--- config.mk ---
export PLATFORM = sky130hd
export DESIGN_NAME = quoted_printable_decoder
export DESIGN_NICKNAME = d
export VERILOG_FILES = /design/src/rtl/qpd_pkg.sv /design/src/rtl/qpd_front.sv /design/src/rtl/qpd_queue.sv /design/src/rtl/qpd_back.sv /design/src/rtl/quoted_printable_decoder.sv
export SDC_FILE = /design/constraint.sdc
export NUM_CORES = 1
export LEC_CHECK = 0
export ABC_AREA = 1
export ABC_CLOCK_PERIOD_IN_PS = 9100
export BUFFER_PORTS_ARGS = -buffer_cell sky130_fd_sc_hd__buf_2
export CAP_MARGIN = 5
export CORE_ASPECT_RATIO = 0.7
export CORE_MARGIN = 8
export CORE_UTILIZATION = 60
export DETAILED_ROUTE_END_ITERATION = 12
export GPL_TIMING_DRIVEN = 0
export MAX_ROUTING_LAYER = met4
export PLACE_DENSITY = 0.89
export SYNTH_ARGS = -nofsm -noshare
export SYNTH_HDL_FRONTEND = slang
export SYNTH_SLANG_ARGS = --single-unit
--- constraint.sdc ---
create_clock -name i_clk -period 9.1 [get_ports i_clk]
set_input_delay 1.365 -clock i_clk [delete_from_list [all_inputs] [get_ports i_clk]]
set_output_delay 1.365 -clock i_clk [all_outputs]
set_load 0.01 [all_outputs]
--- src/rtl/qpd_pkg.sv ---
// Shared types, constants and helper functions for the quoted-printable decoder.
`timescale 1ns / 1ps

package qpd_pkg;

    // Output cap per body (at most MAX_OUT-1 bytes are emitted)
    localparam int          MAX_OUT   = 32768;
    localparam int          CNT_W     = 16;
    localparam logic [15:0] OUT_CAP   = 16'(MAX_OUT - 1);

    // Results per input item
    localparam int          GRP_BYTES = 4;

    // Group queue geometry
    localparam int          QAW       = 2;
    localparam int          QDEPTH    = 1 << QAW;

    // Configuration port
    localparam int          PADDR_W   = 3;
    localparam logic        REG_DECODE_ENABLE = 1'b0;

    // Character codes
    localparam logic [7:0]  CH_EQ     = 8'h3D;
    localparam logic [7:0]  CH_CR     = 8'h0D;
    localparam logic [7:0]  CH_LF     = 8'h0A;

    typedef enum logic [1:0] {
        MODE_IDLE   = 2'd0,
        MODE_EQ     = 2'd1,
        MODE_EQ_HEX = 2'd2,
        MODE_EQ_CR  = 2'd3
    } t_qpd_mode;

    typedef struct packed {
        logic [7:0] body_byte;
        logic       body_last;
    } t_qpd_in;

    typedef struct packed {
        logic [7:0] data_byte;
        logic       has_byte;
        logic       run_last;
        logic       body_done;
    } t_qpd_out;

    // One input item's worth of results, as held in the queue
    typedef struct packed {
        logic [GRP_BYTES-1:0][7:0] bytes;
        logic [1:0]                cnt_m1;
        logic                      bare;
        logic                      last;
    } t_qpd_grp;

    typedef struct packed {
        logic full;
        logic empty;
    } t_qpd_qstat;

    function automatic logic is_hex(input logic [7:0] c);
        return (c >= 8'h30 && c <= 8'h39) || (c >= 8'h41 && c <= 8'h46) ||
               (c >= 8'h61 && c <= 8'h66);
    endfunction

    function automatic logic [3:0] hex_val(input logic [7:0] c);
        logic [7:0] v;
        v = 8'h00;
        if (c >= 8'h30 && c <= 8'h39) begin
            v = c - 8'h30;
        end else if (c >= 8'h41 && c <= 8'h46) begin
            v = c - 8'h37;
        end else if (c >= 8'h61 && c <= 8'h66) begin
            v = c - 8'h57;
        end
        return v[3:0];
    endfunction

endpackage

--- src/rtl/qpd_front.sv ---
// Front end: accepts body bytes, tracks escape sequences and builds result groups.
`timescale 1ns / 1ps

module qpd_front (
    input  logic              i_clk,
    input  logic              i_rst_n,
    input  logic              i_decode_enable,
    input  logic              i_in_valid,
    output logic              o_in_ready,
    input  qpd_pkg::t_qpd_in  i_in_data,
    input  qpd_pkg::t_qpd_qstat i_qstat,
    output logic              o_push,
    output qpd_pkg::t_qpd_grp o_push_rec
);

    qpd_pkg::t_qpd_mode r_mode, n_mode;
    logic [7:0]         r_held, n_held;
    logic [15:0]        r_count, n_count;

    qpd_pkg::t_qpd_mode w_mid_mode;
    logic [7:0]         w_mid_held;
    logic               w_feed;
    logic               w_starts_seq;
    logic               w_accept;
    logic [7:0]         w_b;
    logic               w_last;
    logic               w_b_hex;
    logic [qpd_pkg::GRP_BYTES-1:0][7:0] w_cand;
    logic [2:0]         w_cand_n;
    logic [15:0]        w_room;
    logic [2:0]         w_n;

    assign w_b        = i_in_data.body_byte;
    assign w_last     = i_in_data.body_last;
    assign w_b_hex    = qpd_pkg::is_hex(w_b);
    assign o_in_ready = !i_qstat.full;
    assign w_accept   = i_in_valid && o_in_ready;

    // Classify the byte against the pending sequence
    always_comb begin
        w_feed     = 1'b0;
        w_mid_mode = r_mode;
        w_mid_held = r_held;
        case (r_mode)
            qpd_pkg::MODE_IDLE: begin
                w_feed = 1'b1;
            end
            qpd_pkg::MODE_EQ: begin
                if (w_b == qpd_pkg::CH_CR) begin
                    w_mid_mode = qpd_pkg::MODE_EQ_CR;
                end else if (w_b == qpd_pkg::CH_LF) begin
                    w_mid_mode = qpd_pkg::MODE_IDLE;
                end else if (w_b_hex) begin
                    w_mid_held = w_b;
                    w_mid_mode = qpd_pkg::MODE_EQ_HEX;
                end else begin
                    w_mid_mode = qpd_pkg::MODE_IDLE;
                    w_feed     = 1'b1;
                end
            end
            qpd_pkg::MODE_EQ_HEX: begin
                w_mid_mode = qpd_pkg::MODE_IDLE;
                w_feed     = !w_b_hex;
            end
            default: begin
                w_mid_mode = qpd_pkg::MODE_IDLE;
                w_feed     = (w_b != qpd_pkg::CH_LF);
            end
        endcase
        w_starts_seq = w_feed && (w_b == qpd_pkg::CH_EQ) && i_decode_enable;
        if (w_starts_seq) begin
            w_mid_mode = qpd_pkg::MODE_EQ;
        end
    end

    // Next state: end of body returns everything to idle
    always_comb begin
        n_mode  = r_mode;
        n_held  = r_held;
        n_count = r_count;
        if (w_accept) begin
            if (w_last) begin
                n_mode  = qpd_pkg::MODE_IDLE;
                n_held  = 8'h00;
                n_count = '0;
            end else begin
                n_mode  = w_mid_mode;
                n_held  = w_mid_held;
                n_count = r_count + {13'd0, w_n};
            end
        end
    end

    // Outputs: list candidate bytes in emit order, then apply the cap
    always_comb begin
        w_cand   = '0;
        w_cand_n = 3'd0;
        case (r_mode)
            qpd_pkg::MODE_EQ: begin
                if (w_feed) begin
                    w_cand[w_cand_n[1:0]] = qpd_pkg::CH_EQ;
                    w_cand_n = w_cand_n + 3'd1;
                end
            end
            qpd_pkg::MODE_EQ_HEX: begin
                if (w_b_hex) begin
                    w_cand[w_cand_n[1:0]] = {qpd_pkg::hex_val(r_held), qpd_pkg::hex_val(w_b)};
                    w_cand_n = w_cand_n + 3'd1;
                end else begin
                    w_cand[w_cand_n[1:0]] = qpd_pkg::CH_EQ;
                    w_cand_n = w_cand_n + 3'd1;
                    w_cand[w_cand_n[1:0]] = r_held;
                    w_cand_n = w_cand_n + 3'd1;
                end
            end
            default: begin
            end
        endcase
        if (w_feed && !w_starts_seq) begin
            w_cand[w_cand_n[1:0]] = w_b;
            w_cand_n = w_cand_n + 3'd1;
        end
        // Flush a pending sequence at end of body
        if (w_last) begin
            if (w_mid_mode == qpd_pkg::MODE_EQ) begin
                w_cand[w_cand_n[1:0]] = qpd_pkg::CH_EQ;
                w_cand_n = w_cand_n + 3'd1;
            end else if (w_mid_mode == qpd_pkg::MODE_EQ_HEX) begin
                w_cand[w_cand_n[1:0]] = qpd_pkg::CH_EQ;
                w_cand_n = w_cand_n + 3'd1;
                w_cand[w_cand_n[1:0]] = w_mid_held;
                w_cand_n = w_cand_n + 3'd1;
            end
        end
        w_room = qpd_pkg::OUT_CAP - r_count;
        w_n    = (w_room < {13'd0, w_cand_n}) ? w_room[2:0] : w_cand_n;

        o_push_rec.bytes  = w_cand;
        o_push_rec.cnt_m1 = 2'(w_n - 3'd1);
        o_push_rec.bare   = (w_n == 3'd0);
        o_push_rec.last   = w_last;
        o_push            = w_accept && ((w_n != 3'd0) || w_last);
    end

    // Hold sequence state and the body byte count
    always_ff @(posedge i_clk) begin
        if (!i_rst_n) begin
            r_mode  <= qpd_pkg::MODE_IDLE;
            r_held  <= 8'h00;
            r_count <= '0;
        end else begin
            r_mode  <= n_mode;
            r_held  <= n_held;
            r_count <= n_count;
        end
    end

endmodule

--- src/rtl/qpd_queue.sv ---
// Short queue of result groups between the front end and the output serializer.
`timescale 1ns / 1ps

module qpd_queue (
    input  logic                i_clk,
    input  logic                i_rst_n,
    input  logic                i_push,
    input  qpd_pkg::t_qpd_grp   i_push_rec,
    input  logic                i_pop,
    output qpd_pkg::t_qpd_grp   o_head,
    output qpd_pkg::t_qpd_qstat o_qstat
);

    qpd_pkg::t_qpd_grp r_slot [qpd_pkg::QDEPTH];
    logic [qpd_pkg::QAW-1:0] r_wr_ptr, r_rd_ptr;
    logic [qpd_pkg::QAW:0]   r_fill;

    assign o_qstat.full  = (r_fill == (qpd_pkg::QAW + 1)'(qpd_pkg::QDEPTH));
    assign o_qstat.empty = (r_fill == '0);
    assign o_head        = r_slot[r_rd_ptr];

    // Store a pushed group
    always_ff @(posedge i_clk) begin
        if (i_push) begin
            r_slot[r_wr_ptr] <= i_push_rec;
        end
    end

    // Advance pointers and fill level
    always_ff @(posedge i_clk) begin
        if (!i_rst_n) begin
            r_wr_ptr <= '0;
            r_rd_ptr <= '0;
            r_fill   <= '0;
        end else begin
            if (i_push) begin
                r_wr_ptr <= r_wr_ptr + 1'b1;
            end
            if (i_pop) begin
                r_rd_ptr <= r_rd_ptr + 1'b1;
            end
            if (i_push && !i_pop) begin
                r_fill <= r_fill + 1'b1;
            end else if (i_pop && !i_push) begin
                r_fill <= r_fill - 1'b1;
            end
        end
    end

endmodule

--- src/rtl/qpd_back.sv ---
// Back end: walks the head group and presents one result per transfer.
`timescale 1ns / 1ps

module qpd_back (
    input  logic                i_clk,
    input  logic                i_rst_n,
    input  qpd_pkg::t_qpd_grp   i_head,
    input  qpd_pkg::t_qpd_qstat i_qstat,
    output logic                o_pop,
    output logic                o_out_valid,
    input  logic                i_out_ready,
    output qpd_pkg::t_qpd_out   o_out_data
);

    logic [1:0] r_idx, n_idx;
    logic       w_run_last;
    logic       w_xfer;

    assign o_out_valid = !i_qstat.empty;
    assign w_xfer      = o_out_valid && i_out_ready;
    assign w_run_last  = i_head.bare || (r_idx == i_head.cnt_m1);
    assign o_pop       = w_xfer && w_run_last;

    // Select the current result of the head group
    always_comb begin
        o_out_data.data_byte = i_head.bare ? 8'h00 : i_head.bytes[r_idx];
        o_out_data.has_byte  = !i_head.bare;
        o_out_data.run_last  = w_run_last;
        o_out_data.body_done = w_run_last && i_head.last;
    end

    // Step through the group, restart at the next one
    always_comb begin
        n_idx = r_idx;
        if (w_xfer) begin
            n_idx = w_run_last ? 2'd0 : r_idx + 2'd1;
        end
    end

    always_ff @(posedge i_clk) begin
        if (!i_rst_n) begin
            r_idx <= 2'd0;
        end else begin
            r_idx <= n_idx;
        end
    end

endmodule

--- src/rtl/quoted_printable_decoder.sv ---
// Top level of the quoted-printable decoder: register port, front end, queue, back end.
//
// Input channel (i_in_valid / o_in_ready / i_in_data) takes one body byte per
// transfer; body_last marks the final byte of a body and flushes any pending
// escape. Output channel (o_out_valid / i_out_ready / o_out_data) gives decoded
// bytes, with run_last on the final result of each input byte and body_done
// on the final result of a body; a body whose last byte emits nothing gives a
// bare marker with has_byte low.
// The first result of a byte is offered once its group, held in the queue, is at the head.
// Throughput: one input byte per cycle unless the queue is full; a byte yielding k
// results (up to three) holds the output serializer until all k are transferred, and
// the four-group queue between front end and serializer absorbs such bursts.
// A stalled receiver leaves the current result steady; the front end keeps
// taking bytes until the queue is full, then drops o_in_ready.
// Reset (synchronous, active low) empties the queue, clears the escape state
// and byte count, and sets decode_enable to 1. The APB register decode_enable
// sits at address 0; the user must write it only while the block is idle, as the block does not enforce it.
`timescale 1ns / 1ps

module quoted_printable_decoder (
    input  logic                           i_clk,
    input  logic                           i_rst_n,
    input  logic                           i_in_valid,
    output logic                           o_in_ready,
    input  qpd_pkg::t_qpd_in               i_in_data,
    output logic                           o_out_valid,
    input  logic                           i_out_ready,
    output qpd_pkg::t_qpd_out              o_out_data,
    input  logic                           psel,
    input  logic                           penable,
    input  logic                           pwrite,
    input  logic [qpd_pkg::PADDR_W-1:0]    paddr,
    input  logic [31:0]                    pwdata,
    output logic [31:0]                    prdata,
    output logic                           pready
);

    logic                r_decode_enable;
    logic                w_reg_sel;
    logic                w_push;
    logic                w_pop;
    qpd_pkg::t_qpd_grp   w_push_rec;
    qpd_pkg::t_qpd_grp   w_head;
    qpd_pkg::t_qpd_qstat w_qstat;

    // Register decode: byte address 4*i
    assign pready    = 1'b1;
    assign w_reg_sel = (paddr[qpd_pkg::PADDR_W-1:2] == qpd_pkg::REG_DECODE_ENABLE);
    assign prdata    = (psel && w_reg_sel) ? {31'd0, r_decode_enable} : 32'd0;

    always_ff @(posedge i_clk) begin
        if (!i_rst_n) begin
            r_decode_enable <= 1'b1;
        end else if (psel && penable && pwrite && pready && w_reg_sel) begin
            r_decode_enable <= pwdata[0];
        end
    end

    qpd_front u_front (
        .i_clk          (i_clk),
        .i_rst_n        (i_rst_n),
        .i_decode_enable(r_decode_enable),
        .i_in_valid     (i_in_valid),
        .o_in_ready     (o_in_ready),
        .i_in_data      (i_in_data),
        .i_qstat        (w_qstat),
        .o_push         (w_push),
        .o_push_rec     (w_push_rec)
    );

    qpd_queue u_queue (
        .i_clk     (i_clk),
        .i_rst_n   (i_rst_n),
        .i_push    (w_push),
        .i_push_rec(w_push_rec),
        .i_pop     (w_pop),
        .o_head    (w_head),
        .o_qstat   (w_qstat)
    );

    qpd_back u_back (
        .i_clk      (i_clk),
        .i_rst_n    (i_rst_n),
        .i_head     (w_head),
        .i_qstat    (w_qstat),
        .o_pop      (w_pop),
        .o_out_valid(o_out_valid),
        .i_out_ready(i_out_ready),
        .o_out_data (o_out_data)
    );

endmodule

==> summary.md <==
| Metric | Value |
|---|---|
| Final setup viols | 0 |
| Number of enable flip-flop cells after synthesis | 144 |
| Share of the synthesized netlist area taken by xor and xnor gates | less than 1% |
| Area taken by flip-flops and latches | around 5100 um2 |
| Via density per instance | roughly 6 |
| Path category of the worst min-delay check | flip-flop to flip-flop |
| Starting Density | 60.6% |
| Reported leakage power | between 4 and 5 nW |
| Depth of the critical timing path with buffers and inverters included | 42 |
| Area of the multi-input gates | between 4000 and 5000 um2 |
| Simple-gate area share of the yosys netlist | 17.4% |
| Final design area excluding fillers | ~11000 um2 |
| Crit Path Max Fanout | 11 |
| Worst clock skew on the final layout | around 0.011 ns |
| Post-synth top cells | 144 x sky130_fd_sc_hd__edfxtp_1, 141 x sky130_fd_sc_hd__o21ai_0, 140 x sky130_fd_sc_hd__nand2_1 |
| Transition time at the pin with the least slew margin | about 1.1 ns |
| Diode insertion count for antenna repair | 0 |
| Worst endpoint data arrival time | ~8.5 ns |
| Global-route wire length before repair | 41900 um |
| Reg2reg start | u_front.r_mode[0] |
| Worst Setup EP | u_front.r_count[14] |
| Layout overhead on the synthesized area | 12.5% |
| Sequential element share of the synthesized area | 51.9% |
| TritonCTS clock tree | yes |
| Average size of a mapped cell | 9.19 um2 |
| Starting DRT DRC Count | 1306 |
| Max-cap violations | 0 |
| Number of buffers added by the clock tree synthesis step | 17 |
| Most Frequent Cell on Critical Path | sky130_fd_sc_hd__inv_1 |
| TritonCTS Sinks | ~180 |
| Top post-synthesis cells by area | sky130_fd_sc_hd__edfxtp_1 44%, sky130_fd_sc_hd__dfxtp_1 7.8%, sky130_fd_sc_hd__o21ai_0 7.2%, sky130_fd_sc_hd__nand2_1 5.4%, sky130_fd_sc_hd__nor2_1 5.1% |
| Share of the core filled with cells in the final layout | about two thirds |
| Cell count after placement | around 1.4k |
| Startpoint of the worst setup timing path | i_in_data[1] |
| Highest-delay cell along the critical path | sky130_fd_sc_hd__nor4b_1 |
| Dominant combinational cell family by area after synthesis | simple AND/OR/NAND/NOR gates |
| Number of buffers inserted by port buffering | 29 |
| Number of cell instances on the worst register-to-register path | 37 |
| Count of pins on the block boundary | slightly below 100 |
| Pin count of the biggest net entering global routing | 31 |
| Worst endpoint required time | 9.43 ns |
| Compound-gate portion of the synthesized area | 17.0% |
| DRC violation count after routing | 0 |
| Via count | 8315 |
| Count of cell types in the netlist | 51 |
| Die W | around 170 um |
| Fraction of registers with async set or reset after synthesis | 0% |
| Mapped cell area | a little under 10000 um2 |
| Highest cell delay on the worst timing path | between 0.4 and 0.5 ns |
| Initial antenna violation count | 1 |
| Worst reg2reg endpoint | u_front.r_count[14] |
| Unrepaired setup endpoints after global routing | false |
| Worst slew margin relative to its limit | between 20 and 30% |
| Total of hold buffers inserted after clock tree synthesis | 0 |
| Number of synthesis warnings | 0 |
| Kind of launch point of the worst setup path | primary input |
| Gpl congestion | 0.978 |
| Post-detailed-placement cell area | between 10000 and 15000 um2 |
| Worst ir drop on vdd | 0.000123 V |
| Status | completed |
| Fillers | roughly 1.2k |
| Kind of end point of the critical path | flip-flop |
| Final count of hold timing violations | 0 |
| Clock-pin slew reported for the worst setup and hold paths after clock tree synthesis | about 0.07 ns |
| Fraction of layout cells with a size suffix above 1 | about an eighth |
| Most common cell in the netlist | sky130_fd_sc_hd__edfxtp_1 |
| Gate count of the mapped netlist | between 1k and 1.5k |
| Final min period | about 8.2 ns |
| Source-to-sink clock delay at the later pin of the worst-skew pair | around 0.44 ns |
| Share of the synthesized area in the top cell type | 44.2% |
| Vert. Die Dim | between 100 and 150 um |
| DPL Wire Length | 19100 um |
| Fraction of the mapped netlist area in adder cells | ~4.6% |
| Mean routed wirelength per cell | slightly below 20 um |
| Dominant synthesized flop cell | sky130_fd_sc_hd__edfxtp_1 |
| Multiplexer area fraction after synthesis | 0% |
| Total count of max-transition violations in the final report | 0 |
| Count of antenna-violating nets left after detailed routing | 0 |
| Power density relative to cell area | 219 nW/um2 |
| Clock tree root buffer cell | sky130_fd_sc_hd__clkbuf_16 |
| Global-route congestion overflow total | 0 |
| Cell family contributing the most delay on the critical path | simple AND/OR/NAND/NOR gates |
| Setup slack of the most critical reg-to-reg path | roughly 2.2 ns |
| Count of TritonRoute iterations in the first routing pass | 6 |
| Die area | ~21000 um2 |
| Via count of the first global-routing pass | between 7k and 8k |
| Total core area | ~16000 um2 |
| Share of the cycle needed by the critical path after routing | between 90% and 100% |
| Combined global-route utilization of all metal layers | between 20% and 30% |
| Cell accounting for the most synthesized area | sky130_fd_sc_hd__edfxtp_1 |
| H-tree depth reported by CTS | 4 |
| Count of buffer and inverter cells on the critical path | 12 |
| Critical path start-end classification | primary input to flip-flop |
| Post-Route Hold Slack | 0.454 ns |
| Buffer levels on the longest clock path | 2 |
| Finished Layout Cells | 1385 |
| Number of synthesized register bits | roughly 180 |
| Max frequency | ~120 MHz |
| Number of cell rows | 39 |
| Post-layout nets | around 1.2k |
| Total wire length | 27100 um |
| Final TNS setup | 0 ns |
worst min-delay path by stage:
stage	cells past startpoint	to	slack, ns	from
floorplan	1	u_front.r_count[7]	0.42	u_front.r_count[7]
detailed placement	1	u_front.r_count[7]	0.44	u_front.r_count[7]
global placement	1	u_front.r_count[7]	0.44	u_front.r_count[7]
global route	1	u_front.r_count[7]	0.49	u_front.r_count[7]
finish	1	u_front.r_count[7]	0.45	u_front.r_count[7]
CTS	1	u_front.r_count[7]	0.45	u_front.r_count[7]
kinds of logic after synthesis:
family	after synthesis
compound gates	279
buf+inv	187
other cells	2
fa+ha+maj	35
simple gates	375
xor+xnor	5
flops	182
per-layer routing:
metal / GRT usage [%] / vias to the layer above / share of wire (%)
met5: - / - / 0
li1: - / 3807 / -
met1: 35.0 / 3848 / 39
met3: 5.59 / 67 / 13
met2: 42.3 / 593 / 46
met4: 8.78 / 0 / 2.0
what timing repair did:
item	CTS	global route
endpoints found under the setup margin	0	1
gates resized for setup	0	1
setup buffers	0	0
stage by stage:
step	setup WS, ns	power, mW
finish	0.883	2.41
global route	0.189	2.50
CTS	0.828	2.39
detailed placement	0.445	1.69
global placement	0.180	1.64
floorplan	2.01	1.44
state kept, by name, indices dropped and copies added (netlist names), named ones only:
register and count:
u_front.r_held 8, r_decode_enable 1, u_queue.r_fill 3, u_back.r_idx 2, u_queue.r_slot 144, u_front.r_mode 2
u_front.r_count 16, u_queue.r_wr_ptr 2, u_queue.r_rd_ptr 2
power by group:
group	total, mW	internal [mW]	switching [mW]
Sequential	1.03	1.00	0.0325
Clock	0.705	0.382	0.323
Combinational	0.672	0.203	0.468
Total	2.41	1.59	0.824
area by class of cell:
type                    count  area share, %
repair buffers             33           2.25
flip-flops and latches    182           46.2
plain buffers              70           3.53
clock inverters            12           1.14
clock buffers              20           3.96
multi-input cells         726           36.4
well taps                 225           2.56
inverters                 117           4.03
layout by cell type (no fill, tap or decap), drive strengths merged, types with 3 or more instances in the layout:
cell type  Yosys  layout
a21oi         48      48
a31oi          4       4
nor3          10      10
o21ai        143     143
nor4           3       3
nor2         149     149
a22oi         13      13
dfxtp         38      38
inv          112     115
clkinv         5      11
xor2           5       5
o221ai        25      25
ha            33      33
clkbuf        33      53
buf           37      70
nand3         50      50
o22ai         16      16
conb           2      32
nand4          5       5
o211ai        18      18
edfxtp       144     144
nand2        155     155
(Power assumes the default switching activity.)
